<file path="src/hdl/ibfd_pkg.sv">
package ibfd_pkg;

  localparam int PIX_W     = 24;
  localparam int COORD_W   = 12;
  localparam int CFG_W     = 13;
  localparam int OWN_LANES = PIX_W - 1;
  localparam int FLAG_W    = 2 * PIX_W;

  typedef enum logic {
    REG_WIDTH  = 1'b0,
    REG_HEIGHT = 1'b1
  } ibfd_reg_e;

  // One pixel that may carry warnings, with its position as reported
  typedef struct packed {
    logic [PIX_W-1:0]   pix;
    logic [COORD_W-1:0] x;
    logic [COORD_W-1:0] y;
  } ibfd_site_t;

  // Warnings of one request: held pixel first, then the closing pixel of an image.
  // flags[PIX_W-1:0] belong to held, flags[FLAG_W-1:PIX_W] to own; bit p is stream bit p.
  typedef struct packed {
    ibfd_site_t        held;
    ibfd_site_t        own;
    logic [FLAG_W-1:0] flags;
  } ibfd_job_t;

endpackage

</file>
<file path="src/hdl/ibfd_lane.sv">
module ibfd_lane (
  input  logic [3:0] win_i,   // two bits before, the bit, the bit after
  input  logic       en_i,
  output logic       flag_o
);

  assign flag_o = en_i && (win_i[3] == win_i[2]) && (win_i[0] == win_i[2]) &&
                  (win_i[1] != win_i[2]);

endmodule

</file>
<file path="src/hdl/ibfd_intake.sv">
module ibfd_intake #(
  parameter int MAX_DIM = 4096
) (
  input  logic                        clk_i,
  input  logic                        rst_ni,
  input  logic [ibfd_pkg::CFG_W-1:0]  width_i,
  input  logic [ibfd_pkg::CFG_W-1:0]  height_i,
  input  logic [ibfd_pkg::PIX_W-1:0]  pix_i,
  input  logic                        accept_i,
  output ibfd_pkg::ibfd_job_t         job_o,
  output logic                        push_o
);

  localparam int DimW = $clog2(MAX_DIM + 1);
  localparam int CntW = (MAX_DIM > 1) ? $clog2(MAX_DIM) : 1;
  localparam int PW   = ibfd_pkg::PIX_W;
  localparam int OL   = ibfd_pkg::OWN_LANES;

  logic [PW-1:0]   held_q, held_d;
  logic            held_v_q, held_v_d;
  logic [CntW-1:0] col_q, col_d, row_q, row_d;
  logic [OL-1:0]   pend_q, pend_d;

  logic [DimW-1:0] w_eff, h_eff;
  logic [CntW:0]   col_inc, row_inc;
  logic [CntW-1:0] col_n, row_n;
  logic            first, last;
  logic [1:0]      e2;
  logic [PW+1:0]   seq;
  logic [OL-1:0]   own_flags;
  logic            held_flag;
  logic [PW-1:0]   flags_a, flags_b;

  always_comb begin
    w_eff = (width_i == '0) ? DimW'(1) :
            ((32'(width_i) > 32'(MAX_DIM)) ? DimW'(MAX_DIM) : DimW'(width_i));
    h_eff = (height_i == '0) ? DimW'(1) :
            ((32'(height_i) > 32'(MAX_DIM)) ? DimW'(MAX_DIM) : DimW'(height_i));
  end

  // Advance the position past the held pixel
  always_comb begin
    col_inc = {1'b0, col_q} + 1'b1;
    row_inc = {1'b0, row_q} + 1'b1;
    col_n   = col_q;
    row_n   = row_q;
    if (held_v_q) begin
      if (32'(col_inc) >= 32'(w_eff)) begin
        col_n = '0;
        row_n = (32'(row_inc) >= 32'(h_eff)) ? '0 : row_inc[CntW-1:0];
      end else begin
        col_n = col_inc[CntW-1:0];
      end
    end
    first = (col_n == '0) && (row_n == '0);
    last  = (32'(col_n) + 32'd1 == 32'(w_eff)) && (32'(row_n) + 32'd1 == 32'(h_eff));
    e2    = first ? 2'b00 : held_q[1:0];
  end

  // Stream bits around the new pixel, oldest first
  always_comb begin
    seq[0] = e2[1];
    seq[1] = e2[0];
    for (int p = 0; p < PW; p++) begin
      seq[p+2] = pix_i[PW-1-p];
    end
  end

  for (genvar p = 0; p < OL; p++) begin : g_lane
    logic en;
    if (p < 2) begin : g_head
      assign en = !first;
    end else begin : g_body
      assign en = 1'b1;
    end
    ibfd_lane u_lane (
      .win_i  ({seq[p], seq[p+1], seq[p+2], seq[p+3]}),
      .en_i   (en),
      .flag_o (own_flags[p])
    );
  end

  // Last bit of the held pixel needs the first bit of the new one
  ibfd_lane u_lane_tail (
    .win_i  ({held_q[2], held_q[1], held_q[0], pix_i[PW-1]}),
    .en_i   (held_v_q),
    .flag_o (held_flag)
  );

  always_comb begin
    flags_a = held_v_q ? {held_flag, pend_q} : '0;
    flags_b = last ? {1'b0, own_flags} : '0;

    job_o.held.pix = held_q;
    job_o.held.x   = ibfd_pkg::COORD_W'(col_q);
    job_o.held.y   = ibfd_pkg::COORD_W'(32'(h_eff) - 32'd1 - 32'(row_q));
    job_o.own.pix  = pix_i;
    job_o.own.x    = ibfd_pkg::COORD_W'(col_n);
    job_o.own.y    = ibfd_pkg::COORD_W'(32'(h_eff) - 32'd1 - 32'(row_n));
    job_o.flags    = {flags_b, flags_a};
    push_o         = accept_i && (job_o.flags != '0);
  end

  always_comb begin
    held_d   = held_q;
    held_v_d = held_v_q;
    col_d    = col_q;
    row_d    = row_q;
    pend_d   = pend_q;
    if (accept_i) begin
      if (last) begin
        // close the image
        held_d   = '0;
        held_v_d = 1'b0;
        col_d    = '0;
        row_d    = '0;
        pend_d   = '0;
      end else begin
        held_d   = pix_i;
        held_v_d = 1'b1;
        col_d    = col_n;
        row_d    = row_n;
        pend_d   = own_flags;
      end
    end
  end

  always_ff @(posedge clk_i or negedge rst_ni) begin
    if (!rst_ni) begin
      held_q   <= '0;
      held_v_q <= 1'b0;
      col_q    <= '0;
      row_q    <= '0;
      pend_q   <= '0;
    end else begin
      held_q   <= held_d;
      held_v_q <= held_v_d;
      col_q    <= col_d;
      row_q    <= row_d;
      pend_q   <= pend_d;
    end
  end

  a_idle_at_origin: assert property (@(posedge clk_i) disable iff (!rst_ni)
    !held_v_q |-> (col_q == '0) && (row_q == '0) && (pend_q == '0))
    else $error("no held pixel but position or flags left over");

endmodule

</file>
<file path="src/hdl/ibfd_merge.sv">
module ibfd_merge (
  input  logic                        clk_i,
  input  logic                        rst_ni,
  input  ibfd_pkg::ibfd_job_t         job_i,
  input  logic                        push_i,
  output logic                        in_ready_o,
  output logic                        out_valid_o,
  input  logic                        out_ready_i,
  output ibfd_pkg::ibfd_site_t        warn_o,
  output logic                        warn_last_o
);

  localparam int PW = ibfd_pkg::PIX_W;
  localparam int FW = ibfd_pkg::FLAG_W;

  ibfd_pkg::ibfd_job_t cur_q, cur_d, pend_q, pend_d;
  logic                cur_v_q, cur_v_d, pend_v_q, pend_v_d;

  logic [FW-1:0] lowbit, rest;
  logic          sel_own, done;
  logic [PW-1:0] oh, flip;
  ibfd_pkg::ibfd_site_t site;

  // Pick the earliest flagged bit of the current request
  always_comb begin
    lowbit  = cur_q.flags & (~cur_q.flags + 1'b1);
    rest    = cur_q.flags & ~lowbit;
    sel_own = |lowbit[FW-1:PW];
    oh      = sel_own ? lowbit[FW-1:PW] : lowbit[PW-1:0];
    for (int i = 0; i < PW; i++) begin
      flip[PW-1-i] = oh[i];
    end
    site        = sel_own ? cur_q.own : cur_q.held;
    warn_o.pix  = site.pix ^ flip;
    warn_o.x    = site.x;
    warn_o.y    = site.y;
    warn_last_o = (rest == '0);
    out_valid_o = cur_v_q;
    in_ready_o  = !pend_v_q;
    done        = cur_v_q && out_ready_i && (rest == '0);
  end

  always_comb begin
    cur_d    = cur_q;
    cur_v_d  = cur_v_q;
    pend_d   = pend_q;
    pend_v_d = pend_v_q;
    if (!cur_v_q || done) begin
      if (pend_v_q) begin
        cur_d    = pend_q;
        cur_v_d  = 1'b1;
        pend_v_d = 1'b0;
      end else if (push_i) begin
        cur_d   = job_i;
        cur_v_d = 1'b1;
      end else begin
        cur_v_d = 1'b0;
      end
    end else begin
      if (out_ready_i) begin
        cur_d.flags = rest;
      end
      if (push_i) begin
        pend_d   = job_i;
        pend_v_d = 1'b1;
      end
    end
  end

  always_ff @(posedge clk_i or negedge rst_ni) begin
    if (!rst_ni) begin
      cur_v_q  <= 1'b0;
      pend_v_q <= 1'b0;
    end else begin
      cur_v_q  <= cur_v_d;
      pend_v_q <= pend_v_d;
    end
  end

  always_ff @(posedge clk_i) begin
    cur_q  <= cur_d;
    pend_q <= pend_d;
  end

  a_order: assert property (@(posedge clk_i) disable iff (!rst_ni)
    pend_v_q |-> cur_v_q)
    else $error("queued request while output slot is empty");

  a_nonempty: assert property (@(posedge clk_i) disable iff (!rst_ni)
    cur_v_q |-> (cur_q.flags != '0))
    else $error("active request carries no warnings");

  a_no_overrun: assert property (@(posedge clk_i) disable iff (!rst_ni)
    push_i |-> !pend_v_q)
    else $error("request pushed into a full queue");

endmodule

</file>
<file path="src/hdl/isolated_bit_flip_detector.sv">
// Output: a pixel's warnings are registered in the merge once the next pixel is accepted
// (or once itself is, for the last pixel of an image), then leave one warning per cycle
// while m_axis_tready is high. Throughput: 1 pixel per cycle; intake stalls only while two
// requests with warnings wait, as the single output port drains one warning per cycle.
// Reset: image_width and image_height return to 1, no pixel is held, position is 0,0.
module isolated_bit_flip_detector #(
  parameter int MAX_DIM = 4096
) (
  input  logic        clk_i,
  input  logic        rst_ni,
  input  logic        s_axis_tvalid,
  output logic        s_axis_tready,
  input  logic [23:0] s_axis_tdata,   // red_in, green_in, blue_in
  output logic        m_axis_tvalid,
  input  logic        m_axis_tready,
  output logic [47:0] m_axis_tdata,   // warn_x, warn_y, warn_red, warn_green, warn_blue
  output logic        m_axis_tlast,   // run_last
  input  logic        psel,
  input  logic        penable,
  input  logic        pwrite,
  input  logic [2:0]  paddr,
  input  logic [31:0] pwdata,
  output logic [31:0] prdata,
  output logic        pready
);

  localparam int CW = ibfd_pkg::CFG_W;

  logic [CW-1:0] width_q, width_d, height_q, height_d;
  logic          accept, push, cfg_wr;
  logic [ibfd_pkg::PIX_W-1:0] pix;
  ibfd_pkg::ibfd_job_t  job;
  ibfd_pkg::ibfd_site_t warn;

  assign pready = 1'b1;
  assign cfg_wr = psel && penable && pwrite && pready;

  always_comb begin
    width_d  = width_q;
    height_d = height_q;
    unique case (ibfd_pkg::ibfd_reg_e'(paddr[2]))
      ibfd_pkg::REG_WIDTH: begin
        prdata = 32'(width_q);
        if (cfg_wr) width_d = pwdata[CW-1:0];
      end
      ibfd_pkg::REG_HEIGHT: begin
        prdata = 32'(height_q);
        if (cfg_wr) height_d = pwdata[CW-1:0];
      end
      default: prdata = '0;
    endcase
  end

  always_ff @(posedge clk_i or negedge rst_ni) begin
    if (!rst_ni) begin
      width_q  <= CW'(1);
      height_q <= CW'(1);
    end else begin
      width_q  <= width_d;
      height_q <= height_d;
    end
  end

  // red in the high byte, as the stream reads it MSB first
  assign pix    = {s_axis_tdata[7:0], s_axis_tdata[15:8], s_axis_tdata[23:16]};
  assign accept = s_axis_tvalid && s_axis_tready;

  ibfd_intake #(
    .MAX_DIM (MAX_DIM)
  ) u_intake (
    .clk_i    (clk_i),
    .rst_ni   (rst_ni),
    .width_i  (width_q),
    .height_i (height_q),
    .pix_i    (pix),
    .accept_i (accept),
    .job_o    (job),
    .push_o   (push)
  );

  ibfd_merge u_merge (
    .clk_i       (clk_i),
    .rst_ni      (rst_ni),
    .job_i       (job),
    .push_i      (push),
    .in_ready_o  (s_axis_tready),
    .out_valid_o (m_axis_tvalid),
    .out_ready_i (m_axis_tready),
    .warn_o      (warn),
    .warn_last_o (m_axis_tlast)
  );

  assign m_axis_tdata = {warn.pix[7:0], warn.pix[15:8], warn.pix[23:16], warn.y, warn.x};

endmodule

</file>
<file path="config.mk">
export PLATFORM = sky130hd
export DESIGN_NAME = isolated_bit_flip_detector
export DESIGN_NICKNAME = d
export VERILOG_FILES = /design/src/hdl/ibfd_pkg.sv /design/src/hdl/ibfd_lane.sv /design/src/hdl/ibfd_intake.sv /design/src/hdl/ibfd_merge.sv /design/src/hdl/isolated_bit_flip_detector.sv
export SDC_FILE = /design/constraint.sdc
export NUM_CORES = 1
export LEC_CHECK = 0
export BUFFER_PORTS_ARGS = -buffer_cell sky130_fd_sc_hd__buf_2
export CAP_MARGIN = 25
export CORE_MARGIN = 2
export CORE_UTILIZATION = 56
export CTS_BUF_LIST = sky130_fd_sc_hd__clkbuf_16
export DETAILED_ROUTE_END_ITERATION = 7
export HOLD_SLACK_MARGIN = 0.08
export PLACE_DENSITY = 0.78
export SLEW_MARGIN = 20
export SYNTH_ARGS = -nofsm -noshare
export SYNTH_HDL_FRONTEND = slang
export SYNTH_SLANG_ARGS = --single-unit
</file>
<file path="constraint.sdc">
create_clock -name clk_i -period 15.9 [get_ports clk_i]
set_clock_uncertainty 0.2 [all_clocks]
set_input_delay 3.18 -clock clk_i [delete_from_list [all_inputs] [get_ports clk_i]]
set_output_delay 3.18 -clock clk_i [all_outputs]
set_load 0.005 [all_outputs]
</file>
; ---- Word-level counts from Yosys, hierarchy flattened
; Index checks and enable logic that the tools add are counted.
[totals]
output_inout_bits = 84
register_bits = 388
in_bits = 66
wordCells = 223
[classes]
reduce_logical = 78
bitwise_logic = 7
n_eq_ne = 75
n_lt_le_gt_ge = 4
muxes = 28
n_addsub = 8
[op_table]
columns = operator, n
row1 = two-way mux 144 bit, 2
row2 = two-way mux 48 bit, 3
row3 = AND 48 bit, 2
row4 = inverter 48 bit, 2
row5 = two-way mux 12 bit, 7
row6 = two-way mux 24 bit, 3
row7 = case mux 32 bit (2 select lines), 1
row8 = logical AND 1 bit, 59
row9 = "adder 12 x 1 -> 13 bit, second input constant", 4
row10 = two-way mux 13 bit, 4
row11 = "adder 48 x 1 -> 48 bit, second input constant", 1
row12 = equality test 1 bit, 48
row13 = logical NOT 48 bit, 1
row14 = nonzero test 48 bit, 1
row15 = two-way mux 23 bit, 2
row16 = equality test 32 x 13 -> 1 bit, 1
row17 = >= comparator 13 bit, 2
row18 = "greater-than comparator 13 bit, second input constant", 2
row19 = logical NOT 13 bit, 2
row20 = logical NOT 12 bit, 2
row21 = inequality test 1 bit, 24
row22 = OR reduction 24 bit, 1
row23 = subtractor 12 bit, 2
row24 = bitwise XOR 24 bit, 1
row25 = other kinds (10), 23

; ---- Longest topological paths before layout
[depth]
ltp_word = 20
depth_mapped = 28

; ---- Modules after synthesis
; A second synthesis with hierarchy kept.
[unflattened]
cells_unflattened = 2174
hier_area_um2 = 24154.4
[modules_own_cells]
columns = module, area_per_inst_um2, n_inst, cells_each, seq_area_each_um2
row1 = ibfd_merge, 13361.6, 1, 956, 8698.3
row2 = ibfd_intake, 8808.4, 1, 1053, 1801.7
row3 = isolated_bit_flip_detector, 1353.8, 1, 93, 653.1
row4 = ibfd_lane, 26.3, 24, 3, 0.0

; ---- Worst setup path after synthesis
; OpenSTA, ideal clock, no wires.
[synth_timing]
path_type = register -> register
from = register u_intake.col_q[1]
to = register u_merge.pend_q[0] in the netlist's numbering, enable pin
required_time_ns = 14.844
path_stages_with_launch = 23
setup_ns = 0.856
arrival_time_ns = 16.031
setup_slack_ns = -1.187
path_buffers = 2
path_cell_list = dfrtp_1 > ha_1 > clkbuf_1 > nand4_1 > or3_1 > xor2_1 > inv_1 > ha_1 > nand4_1 > or3_1 > o221a_2 > a21oi_1 > clkbuf_1 > and3_1 > a21oi_1 > ha_1 > xnor2_1 > nor3_1 > nand3_1 > or4b_2 > and4bb_2 > nand3_1 > a211oi_1
[synth_between]
elab_chain_cells = 15
[synth_lines]
columns = item, line
row1 = from (decl), ibfd_intake.sv:21  ; logic [CntW-1:0] col_q, col_d, row_q, row_d;
row2 = from (signal assigned), ibfd_intake.sv:138  ; col_q <= col_d;
row3 = branches (longest 11 deep; another with adder 12 x 1 -> 13 bit), --
row4 = two-way mux 23 bit (*), ibfd_intake.sv:92  ; flags_b = last ? {1'b0, own_flags} : '0;
row5 = nonzero test 48 bit (*), ibfd_intake.sv:101  ; push_o = accept_i && (job_o.flags != '0);
row6 = logical AND 1 bit (*), ibfd_intake.sv:101
row7 = AND reduction 2 bit (no line) (*), --
row8 = to (signal assigned), ibfd_merge.sv:82  ; pend_q <= pend_d;
row9 = to (decl), ibfd_merge.sv:16  ; ibfd_pkg::ibfd_job_t cur_q, cur_d, pend_q, pend_d;
; Every way passes the cells marked *.
; A chain may end at the register's enable or synchronous reset.

==> impl_metrics.toml <==
[placement]
place_ws_ns = 6.87
globalplace.congestion = 0.946
portBuffers = 108
dp_hpwl_microns = 40900

[sta]
timing.final.crit_share_pct = 57.5
post-route-min-period_ns = 9.14
hold_viol = 0
rsz0062_at_grt = "false"
slew_headroom_pct = 33.4
fmax_ghz = 0.109
finalSetupViolations = 0
tightest_slew_ns = 0.999
tns_ns = 0
final.setup.worst_slack_ns = 6.76
slew_viol_final = 0

[critical_path]
cpPeakStageDelay_ns = 0.77
cp-start-kind = "flip-flop"
crit_buf_inv = 3
slowest_stage = "buf_4"
path_cells = "ha_1 > nand4_1 > or3_1 > xor2_1 > inv_1 > ha_1 > nand4_1 > or3_1 > a21o_1 > nand2_1 > o22ai_1 > ha_1 > nand3_1 > nor2_1 > o211ai_1 > a221o_1 > a211oi_1 > nand4b_1 > nor4b_1 > nand3_1 > a211oi_4 > buf_4 > buf_4"
cpMostUsedCell = "ha_1"
required_ns = 15.88
crit_fanout = 62
crit_family = "simple AND/OR/NAND/NOR gates"
worst-setup-path-type = "reg -> reg"
arrival_ns = 9.13
end_kind = "flip-flop"

[synth]
netlist_instances = 2115
syn_area_per_cell_sq_um = 10.5
synth-xor-area-share_pct = 4.84
yosys_most_used_dff = "edfxtp_1"
synth_top_family_by_area = "simple AND/OR/NAND/NOR gates"
synth-edff-count = 287
netlist_area_sq_mm = 0.0222
synth-seq-area-share_pct = 50.1
synthAdderAreaFrac_pct = 3.37
synthMuxAreaShare_pct = 8.67
synth-seq-cells = 387
synth_simple_gate_area_share_pct = 16.7
yosysWarningCount = 0
synth_compound_area_share_pct = 12.0
synth_cell_types = 85
async_reset_ff_share_pct = 25.8

[clocking]
cts_tree = "built"
worstSkewPairLatency_ns = 0.57
cts_max_level = 2
cts_buffers = 41
ctsResizeCount = 0
cts.sinks = 387
cts-root-buf = "clkbuf_16"
clk_pin_slew_ns = 0.08
cts_buffer_depth = 3
post-cts-setup-buffer-count = 0
holdBufCountCts = 0

[routing]
ant_nets = 0
wl_microns = 60000
drt_iter0_drc = 1710
drt_first_pass_iters = 5
vias = 17000
drc = 0
routed_via_density = 6.27
wl_per_cell_microns = 22.1

[final_layout]
drive_gt1_share_pct = 16.6
syn_to_final_growth_pct = 9.64
nets = 2287

[grt]
grt_use_total_pct = 29.2
antenna_found_initial = 1
grt_pass1_wl_microns = 93500
grt_max_degree = 91
grt_overflow = 0
grt_pass1_vias = 16400

[floorplanning]
core_area_sq_mm = 0.0389
initial_utilization_pct = 57.0
num_rows = 72
ios = 150
die-height_microns = 203
die_x_microns = 203
design.die.area_sq_mm = 0.0412

[power]
power_density_mw_per_mm2 = 124
power_leakage_nw = 8.99
max-vdd-ir-drop_mv = 0.0848
power_w = 0.00302

[worst_hold_path]
hold_class = "reg -> reg"

[outcome]
status = "completed"

[job]
maxCapViolCount = 0
==> logic make-up (layout without fill, tap and decap cells) <==
group	count (synthesis)	in the layout
buffers and inverters	223	288
multiplexers	175	175
flip-flops	387	387
XOR/XNOR	121	121
other	2	21
AO/OA/AOI/OAI	418	418
adder cells (fa/ha/maj)	59	59
AND/OR/NAND/NOR	730	730
==> sequential cells by signal (all words and copies together), names as in the netlist <==
| register | count |
|---|---|
| height_q | 13 |
| u_intake.held_v_q | 1 |
| u_merge.pend_v_q | 1 |
| u_merge.pend_q | 143 |
| u_intake.row_q | 12 |
| u_merge.cur_q | 144 |
| u_merge.out_valid_o | 1 |
| u_intake.held_q | 24 |
| u_intake.pend_q | 23 |
| u_intake.col_q | 12 |
| width_q | 13 |
==> metal layers <==
metal,track usage [%],share of wire (%),up-vias
li1,-,-,7884
met2,45.5,46,768
met5,0,0,-
met1,42.2,44,8294
met4,9.75,2.3,0
met3,4.21,8.0,103
==> cells in the mapped netlist (all sizes together), types with 15 or more instances <==
library cell	instances	area [sq um]
mux2	138	1550
ha	54	676
nand4	29	181
o21ai	98	490
clkbuf	109	409
a31oi	44	275
xor2	40	350
nor2	130	488
a21oi	100	500
edfxtp	287	8620
and3	19	119
inv	74	278
nand3	42	215
nor3	40	211
and2	25	156
nor4	31	215
mux2i	37	370
dfrtp	98	2450
xnor2	80	701
or4	15	120
nand2	256	963
nor2b	49	307
buf	39	263
o31ai	74	556
or3	21	131
==> metrics by stage <==
stage                     cells  hold slack, ns  utilization, %  area, sq um
after floorplan            2133           0.223               -        22300
after global placement     2637           0.252            59.2        23100
after detailed placement   2638           0.256            59.3        23100
after CTS                  2714           0.265            62.5        24300
after global routing       2717           0.286            62.5        24300
final                      2717           0.261            62.5        24300
==> worst paths after layout <==
| kind | start | endpoint | slack (ns) | cells past startpoint |
|---|---|---|---|---|
| setup / recovery | u_intake.col_q[0] | u_merge.pend_q[106] | 6.76 | 23 |
| hold / removal | u_intake.held_q[22] | u_merge.pend_q[142] | 0.26 | 0 |
| setup reg to reg | u_intake.col_q[0] | u_merge.pend_q[106] | 6.76 | 23 |
| hold reg to reg | u_intake.held_q[22] | u_merge.pend_q[142] | 0.26 | 0 |
| max in group asynchronous | rst_ni | u_merge.pend_v_q | 11.66 | 2 |
| min in group asynchronous | rst_ni | width_q[8] | 2.45 | 1 |
==> power breakdown <==
part           switching (W)  internal (W)
clock               0.000401      0.000481
sequential         0.0000999       0.00120
combinational       0.000523      0.000318
total                0.00102       0.00200
==> layout make-up <==
| class | instances | area, sq um |
|---|---|---|
| Tap cell | 518 | 648 |
| Antenna cell | 1 | 2.50 |
| Fill cell | 3135 | 14600 |
| Clock inverter | 34 | 173 |
| Inverter | 75 | 282 |
| Clock buffer | 42 | 1050 |
| Timing Repair Buffer | 137 | 782 |
| Sequential cell | 387 | 11100 |
| Multi-Input combinational cell | 1523 | 10300 |
==> cell usage in the layout, fill, tap and decap left out, drive strengths merged, types with 29 or more instances in the layout <==
master and count:
a21oi 100, a31oi 44, buf 136, clkbuf 43, dfrtp 98, edfxtp 287
ha 54, inv 90, mux2 138, mux2i 37, nand2 256, nand3 42
nand4 29, nor2 130, nor2b 49, nor3 40, nor4 31, o21ai 98
o31ai 74, xnor2 80, xor2 40
==> worst reg2reg max path, cell delays in order (launching register included) <==
cell and delay, ns:
dfrtp_1 0.62, ha_1 0.42, nand4_1 0.24, or3_1 0.42, xor2_1 0.18, inv_1 0.09, ha_1 0.32, nand4_1 0.14
or3_1 0.24, a21o_1 0.49, nand2_1 0.35, o22ai_1 0.45, ha_1 0.27, nand3_1 0.18, nor2_1 0.19, o211ai_1 0.26
a221o_1 0.42, a211oi_1 0.28, nand4b_1 0.16, nor4b_1 0.67, nand3_1 0.50, a211oi_4 0.38, buf_4 0.47, buf_4 0.77
Power figures use the tool's default switching activity.
